===== config.mk =====
export PLATFORM = sky130hd
export DESIGN_NAME = ssset_eval
export DESIGN_NICKNAME = d
export VERILOG_FILES = /design/src/hw/rtl/ssset_pkg.sv /design/src/hw/rtl/ssset_eval.sv
export SDC_FILE = /design/constraint.sdc
export NUM_CORES = 1
export LEC_CHECK = 0
export BUFFER_PORTS_ARGS = -buffer_cell sky130_fd_sc_hd__buf_2
export CAP_MARGIN = 20
export CORE_MARGIN = 1
export CORE_UTILIZATION = 35
export DETAILED_ROUTE_END_ITERATION = 16
export GPL_TIMING_DRIVEN = 0
export PLACE_DENSITY_LB_ADDON = 0.08
export SYNTH_ARGS = -nofsm -noshare
export SYNTH_HDL_FRONTEND = slang
export SYNTH_SLANG_ARGS = --single-unit

===== constraint.sdc =====
create_clock -name vclk -period 5.3
set_input_delay 1.06 -clock vclk [all_inputs]
set_output_delay 1.06 -clock vclk [all_outputs]
set_load 0.02 [all_outputs]

===== src/hw/rtl/ssset_pkg.sv =====
// ssset_pkg: shared constants, codes and types of the scanline span set
// no dependencies; imported by ssset_eval, the top module and the checker
`default_nettype none

package ssset_pkg;

    localparam int LINES     = 256;
    localparam int MAX_SPANS = 16;
    localparam int PIXELS    = 1024;

    localparam int LINE_W    = $clog2(LINES);
    localparam int SPAN_W    = $clog2(MAX_SPANS);
    localparam int CNT_W     = $clog2(MAX_SPANS + 1);
    localparam int PX_W      = $clog2(PIXELS);
    localparam int ADDR_W    = LINE_W + SPAN_W;

    localparam int XW        = 12;   // x_start, x_end
    localparam int LW        = 11;   // line
    localparam int MINLINE_W = 8;    // line window registers
    localparam int CFG_W     = 10;   // widest register
    localparam int CFG_IDX_W = 2;

    localparam logic [CFG_IDX_W-1:0] REG_MIN_LINE = 2'd0;
    localparam logic [CFG_IDX_W-1:0] REG_MAX_LINE = 2'd1;
    localparam logic [CFG_IDX_W-1:0] REG_MIN_PX   = 2'd2;
    localparam logic [CFG_IDX_W-1:0] REG_MAX_PX   = 2'd3;

    typedef enum logic [1:0] {
        KIND_ADD = 2'd0,
        KIND_DEL = 2'd1,
        KIND_QRY = 2'd2,
        KIND_CLR = 2'd3
    } kind_t;

    typedef enum logic [1:0] {
        STAT_DONE    = 2'd0,
        STAT_IGNORED = 2'd1,
        STAT_FULL    = 2'd2
    } status_t;

    typedef enum logic [1:0] {
        MODE_ADD  = 2'd0,
        MODE_DEL  = 2'd1,
        MODE_QRY  = 2'd2,
        MODE_INFO = 2'd3
    } mode_t;

    typedef enum logic [3:0] {
        ST_IDLE,
        ST_CLIP,
        ST_CNT_RD,
        ST_CNT_WT,
        ST_FETCH,
        ST_EVAL,
        ST_FINISH,
        ST_WB,
        ST_CNT_WR,
        ST_INFO_RD,
        ST_INFO_WT,
        ST_RESP
    } state_t;

    // one decision of the span evaluator
    typedef struct packed {
        logic            emit;
        logic            adv;
        logic [PX_W-1:0] emit_s;
        logic [PX_W-1:0] emit_e;
        logic            merged_next;
        logic            pend_next;
        logic [PX_W-1:0] acc_s_next;
        logic [PX_W-1:0] acc_e_next;
        logic            hit;
    } step_t;

endpackage

`default_nettype wire


===== src/hw/rtl/ssset_eval.sv =====
// ssset_eval: per-span decision for add, delete and query walks
// depends on ssset_pkg
`default_nettype none

module ssset_eval
    import ssset_pkg::*;
(
    input  wire mode_t                  mode,
    input  wire logic [PX_W-1:0]        span_s,
    input  wire logic [PX_W-1:0]        span_e,
    input  wire logic [PX_W-1:0]        x1,
    input  wire logic [PX_W-1:0]        x2,
    input  wire logic signed [XW-1:0]   q_px,
    input  wire logic [PX_W-1:0]        acc_s,
    input  wire logic [PX_W-1:0]        acc_e,
    input  wire logic                   merged,
    input  wire logic                   pend,
    output step_t                       step
);

    logic [PX_W:0]        e_p1;
    logic [PX_W:0]        x2_p1;
    logic signed [XW-1:0] s_sx;
    logic signed [XW-1:0] e_sx;

    assign e_p1  = {1'b0, span_e} + (PX_W+1)'(1);
    assign x2_p1 = {1'b0, x2} + (PX_W+1)'(1);
    assign s_sx  = $signed({{(XW-PX_W){1'b0}}, span_s});
    assign e_sx  = $signed({{(XW-PX_W){1'b0}}, span_e});

    always_comb begin
        step             = '0;
        step.merged_next = merged;
        step.pend_next   = pend;
        step.acc_s_next  = acc_s;
        step.acc_e_next  = acc_e;
        unique case (mode)
            MODE_ADD: begin
                if (merged) begin
                    step.emit   = 1'b1;
                    step.emit_s = span_s;
                    step.emit_e = span_e;
                    step.adv    = 1'b1;
                end else if (e_p1 < {1'b0, x1}) begin
                    step.emit   = 1'b1;
                    step.emit_s = span_s;
                    step.emit_e = span_e;
                    step.adv    = 1'b1;
                end else if ({1'b0, span_s} <= x2_p1) begin
                    // overlapping or touching: widen the accumulated span
                    step.acc_s_next = (span_s < acc_s) ? span_s : acc_s;
                    step.acc_e_next = (span_e > acc_e) ? span_e : acc_e;
                    step.adv        = 1'b1;
                end else begin
                    // first span past the union: put the union out first
                    step.emit        = 1'b1;
                    step.emit_s      = acc_s;
                    step.emit_e      = acc_e;
                    step.merged_next = 1'b1;
                end
            end
            MODE_DEL: begin
                if (span_e < x1 || span_s > x2) begin
                    step.emit   = 1'b1;
                    step.emit_s = span_s;
                    step.emit_e = span_e;
                    step.adv    = 1'b1;
                end else if (span_s < x1 && !pend) begin
                    step.emit   = 1'b1;
                    step.emit_s = span_s;
                    step.emit_e = x1 - PX_W'(1);
                    if (span_e > x2) begin
                        step.pend_next = 1'b1;   // right piece on next cycle
                    end else begin
                        step.adv = 1'b1;
                    end
                end else if (span_e > x2) begin
                    step.emit      = 1'b1;
                    step.emit_s    = x2_p1[PX_W-1:0];
                    step.emit_e    = span_e;
                    step.pend_next = 1'b0;
                    step.adv       = 1'b1;
                end else begin
                    step.adv = 1'b1;
                end
            end
            MODE_QRY: begin
                step.hit = (s_sx <= q_px) && (q_px <= e_sx);
                step.adv = 1'b1;
            end
            default: begin
                step.adv = 1'b1;
            end
        endcase
    end

endmodule

`default_nettype wire


==> impl_results.md <==
* Status: completed
* Psw at approximately 230 uW
* Post-DP Area at between 4000 and 5000 um^2
* Max frequency at between 0.15 and 0.2 GHz
* Hold_sp: pend
* DP Cell Count at between 700 and 800
* Wirelength per Cell at 17.34 um
* Gpl congestion at around 0.9
* PwrDens at 90.96 nW/um^2
* Die footprint at 10140 um^2
* ANT nets after route at 0
* Total grt overflow at 0
* Drt first pass iters at 4
* Die H at approximately 100 um
* All-Layer GR Usage at between 20% and 30%
* Yosys warnings at 0
* Post-Route WL at approximately 12000 um
* Startpoint types: input pin
* Comb pwr share at 100.0%
* Yosys cell types at 47
* Delay-heaviest family, CP: compound AO/OA/AOI/OAI gates
* Layout Cells excl Fill at roughly 710
* Worst-margin pin slew at 0.9646 ns
* Crit Path Max Fanout at 10
* Maximum vdd ir drop at between 0.00004 and 0.00005 V
* Sequential standard cell area at 0 um^2
* Number of global-route vias before repair at about 3900
* Slew headroom at a little over a third
* Reg power frac at 0%
* Core Box Area at about 9300 um^2
* Cell Chain, Critical Path: buf_2 -> ha_4 -> nand3_1 -> or3_4 -> nor3_2 -> xnor2_1 -> ha_1 -> a21oi_2 -> nor2b_1 -> o41ai_4 -> o2111a_1 -> buf_6 -> mux2i_1 -> buf_2
* Synth Area in Compound Gates at between 20% and 30%
* Port bufs at between 100 and 150
* Pre-CTS setup slack at -0.3951 ns
* Crit path buf inv count at 3
* Row count at 35
* Crit-path most repeated cell: buf_2
* Post-Synth XOR/XNOR Area at about 6.2%
* CP required at 4.24 ns
* Fin crit share at a little over nine tenths
* Top Metal Used: met4
* Adder-cell share of the synthesized area at a little over a third
* DR iter-0 viols at around 130
* Post-CTS Hold Buffers at 0
* Sw Share at approximately three fifths
* Slowest cell on the critical path: o41ai_4
* Main combinational cell family by area after synthesis: adder cells
* CP Class: in -> out
* Die width at 100.7 um
* Mux cell area share after synthesis at 6.495%
* Arrival time at the worst endpoint at 4.06 ns
* Pin count of the biggest net entering global routing at 11
* Post-Syn Instances at 452
* Setup WS post-layout at 0.1834 ns
* Syn Nets at 627
* Nets@finish at between 700 and 800
* CLK BUF at 0
* Final Setup Violations at 0
* M1 WL at about 5500 um
* Leak Pwr at 0.002264 uW
* Vias at between 3000 and 4000
* Endpoints failing hold at 0
* Met2 wire len at between 5000 and 6000 um
* Hold path depth at 4
* WHS at between 2 and 2.5 ns
* Hold crit path type: in -> out
* Sequential cell count at 0
* I/O pin count at 121
* Fin. max-slew vios at 0
* Min Clock Period, post-route at 5.117 ns
* Initial Util at 36.55%
* Final Power at roughly 400 uW
* Met3 WL at 615 um
* # diodes at 0
* Synth Area in Simple Gates at between 10% and 20%
* Layout cells sized above 1 at a little over a quarter
* DRC violations left at 0
* Initial antenna violation count at 0
* Hpwl dp at between 10000 and 15000 um
* DR vias/cell at about 5.5
* Syn_area_per_cell at about 7.5 um^2
* Hold Path Sink: step[21]
* First-pass GRT wire length at roughly 19000 um
* Synthesized area at approximately 3400 um^2
* Sequential area share after synthesis at 0%
* Critical path endpoint category: output pin
* Clock share of power at 0%
* Final Cell Area at 4339 um^2
* Worst path max stage delay at 0.45 ns
* Area growth from synthesis to layout at 27.27%
* Power Internal at between 150 and 200 uW
* Max-Cap Viols at 0
-- how the worst max path moves through the flow --
stage,start,end,slack (ns),depth (start not counted)
after global routing,x2[0],step[10],-0.009,14
after detailed placement,x2[0],step[23],-0.40,14
after floorplan,x2[0],step[10],0.16,12
final,x2[0],step[2],0.18,14
after CTS,x2[0],step[14],0.01,14
after global placement,x2[0],step[23],-0.94,14
-- through the flow --
step	setup TNS [ns]	utilization [%]
6_report	0	46.52
5_1_grt	-0.02513	46.52
4_1_cts	0	45.33
3_5_place_dp	-13.69	44.86
3_3_place_gp	-37.38	44.78
2_1_floorplan	0	-
-- tightest hold or removal path, stage by stage --
cell     delay, ns
buf_2         0.09
nand2_1       0.04
o21ai_0       0.06
buf_2         0.16
-- cells in the final DEF (no fill, tap or decap), drive strengths merged, types with 8 or more instances in the layout --
| cell | netlist | routed |
|---|---|---|
| o21a | 9 | 9 |
| o221ai | 23 | 23 |
| xnor2 | 23 | 23 |
| nand3 | 17 | 18 |
| a21oi | 22 | 22 |
| buf | 4 | 125 |
| nor2 | 14 | 14 |
| ha | 99 | 99 |
| mux2 | 9 | 9 |
| nand2 | 30 | 30 |
| a211oi | 8 | 8 |
| nand4 | 10 | 10 |
| inv | 69 | 69 |
| o21ai | 25 | 25 |
| mux2i | 12 | 12 |
| nor3 | 10 | 10 |
| a21o | 10 | 10 |
-- power by group through the flow --
stage / clock (uW) / combinational (uW) / sequential (uW)
after CTS: 0 / 383 / 0
after floorplan: 0 / 235 / 0
final: 0 / 395 / 0
after global routing: 0 / 444 / 0
after detailed placement: 0 / 375 / 0
after global placement: 0 / 366 / 0
-- routing by layer --
layer  GRT usage [%]  up-vias
li1                -     1948
met1           31.68     1759
met2           42.04      135
met3          0.5548       29
met4           6.689        0
met5               0        -
-- layout make-up --
class / count / area, um^2
inverter: 69 / 259.0
fill: 984 / 4989
timing repair buffer: 124 / 654.4
multi-input combinational: 380 / 3233
buffer: 4 / 31.28
tap: 129 / 161.4
-- kinds of logic after synthesis --
logic type,after synthesis
AND/OR/NAND/NOR,114
adder cells (fa/ha/maj),99
multiplexers,21
AO/OA/AOI/OAI,121
buffers and inverters,73
XOR/XNOR,24
-- cells in the mapped netlist (2+ instances only) --
cell type  instances  area (um^2)
o221ai_1          23        201.4
o2111ai_1          2        17.52
o21ai_0           25        125.1
inv_1             69        259.0
o21a_1             9        67.56
or3b_2             2        17.52
a21o_1            10        75.07
nand4_1           10        62.56
nor3_1            10        50.05
a21oi_1           22        110.1
nor2_1            14        52.55
and3_1             6        37.54
ha_1              99         1239
buf_2              3        15.01
mux2_2             9        101.4
nand3_1           16        80.08
or3_1              3        18.77
a211o_1            3        26.28
and2_1             2        12.51
nand2b_1           6        37.54
o211ai_1           6        45.04
xnor2_1           23        201.4
nand2_1           30        112.6
a211oi_1           8        60.06
nor4_1             4        25.02
mux2i_1           12        120.1
nor2b_1            6        37.54
-- repair_timing --
action                                  4_1_cts  5_1_grt
resized for setup                             4       26
gates cloned                                  0        1
endpoints found under the setup margin       41       42
pin swaps                                     2        3
setup buffers                                 3        0
Power figures use the tool's default switching activity.
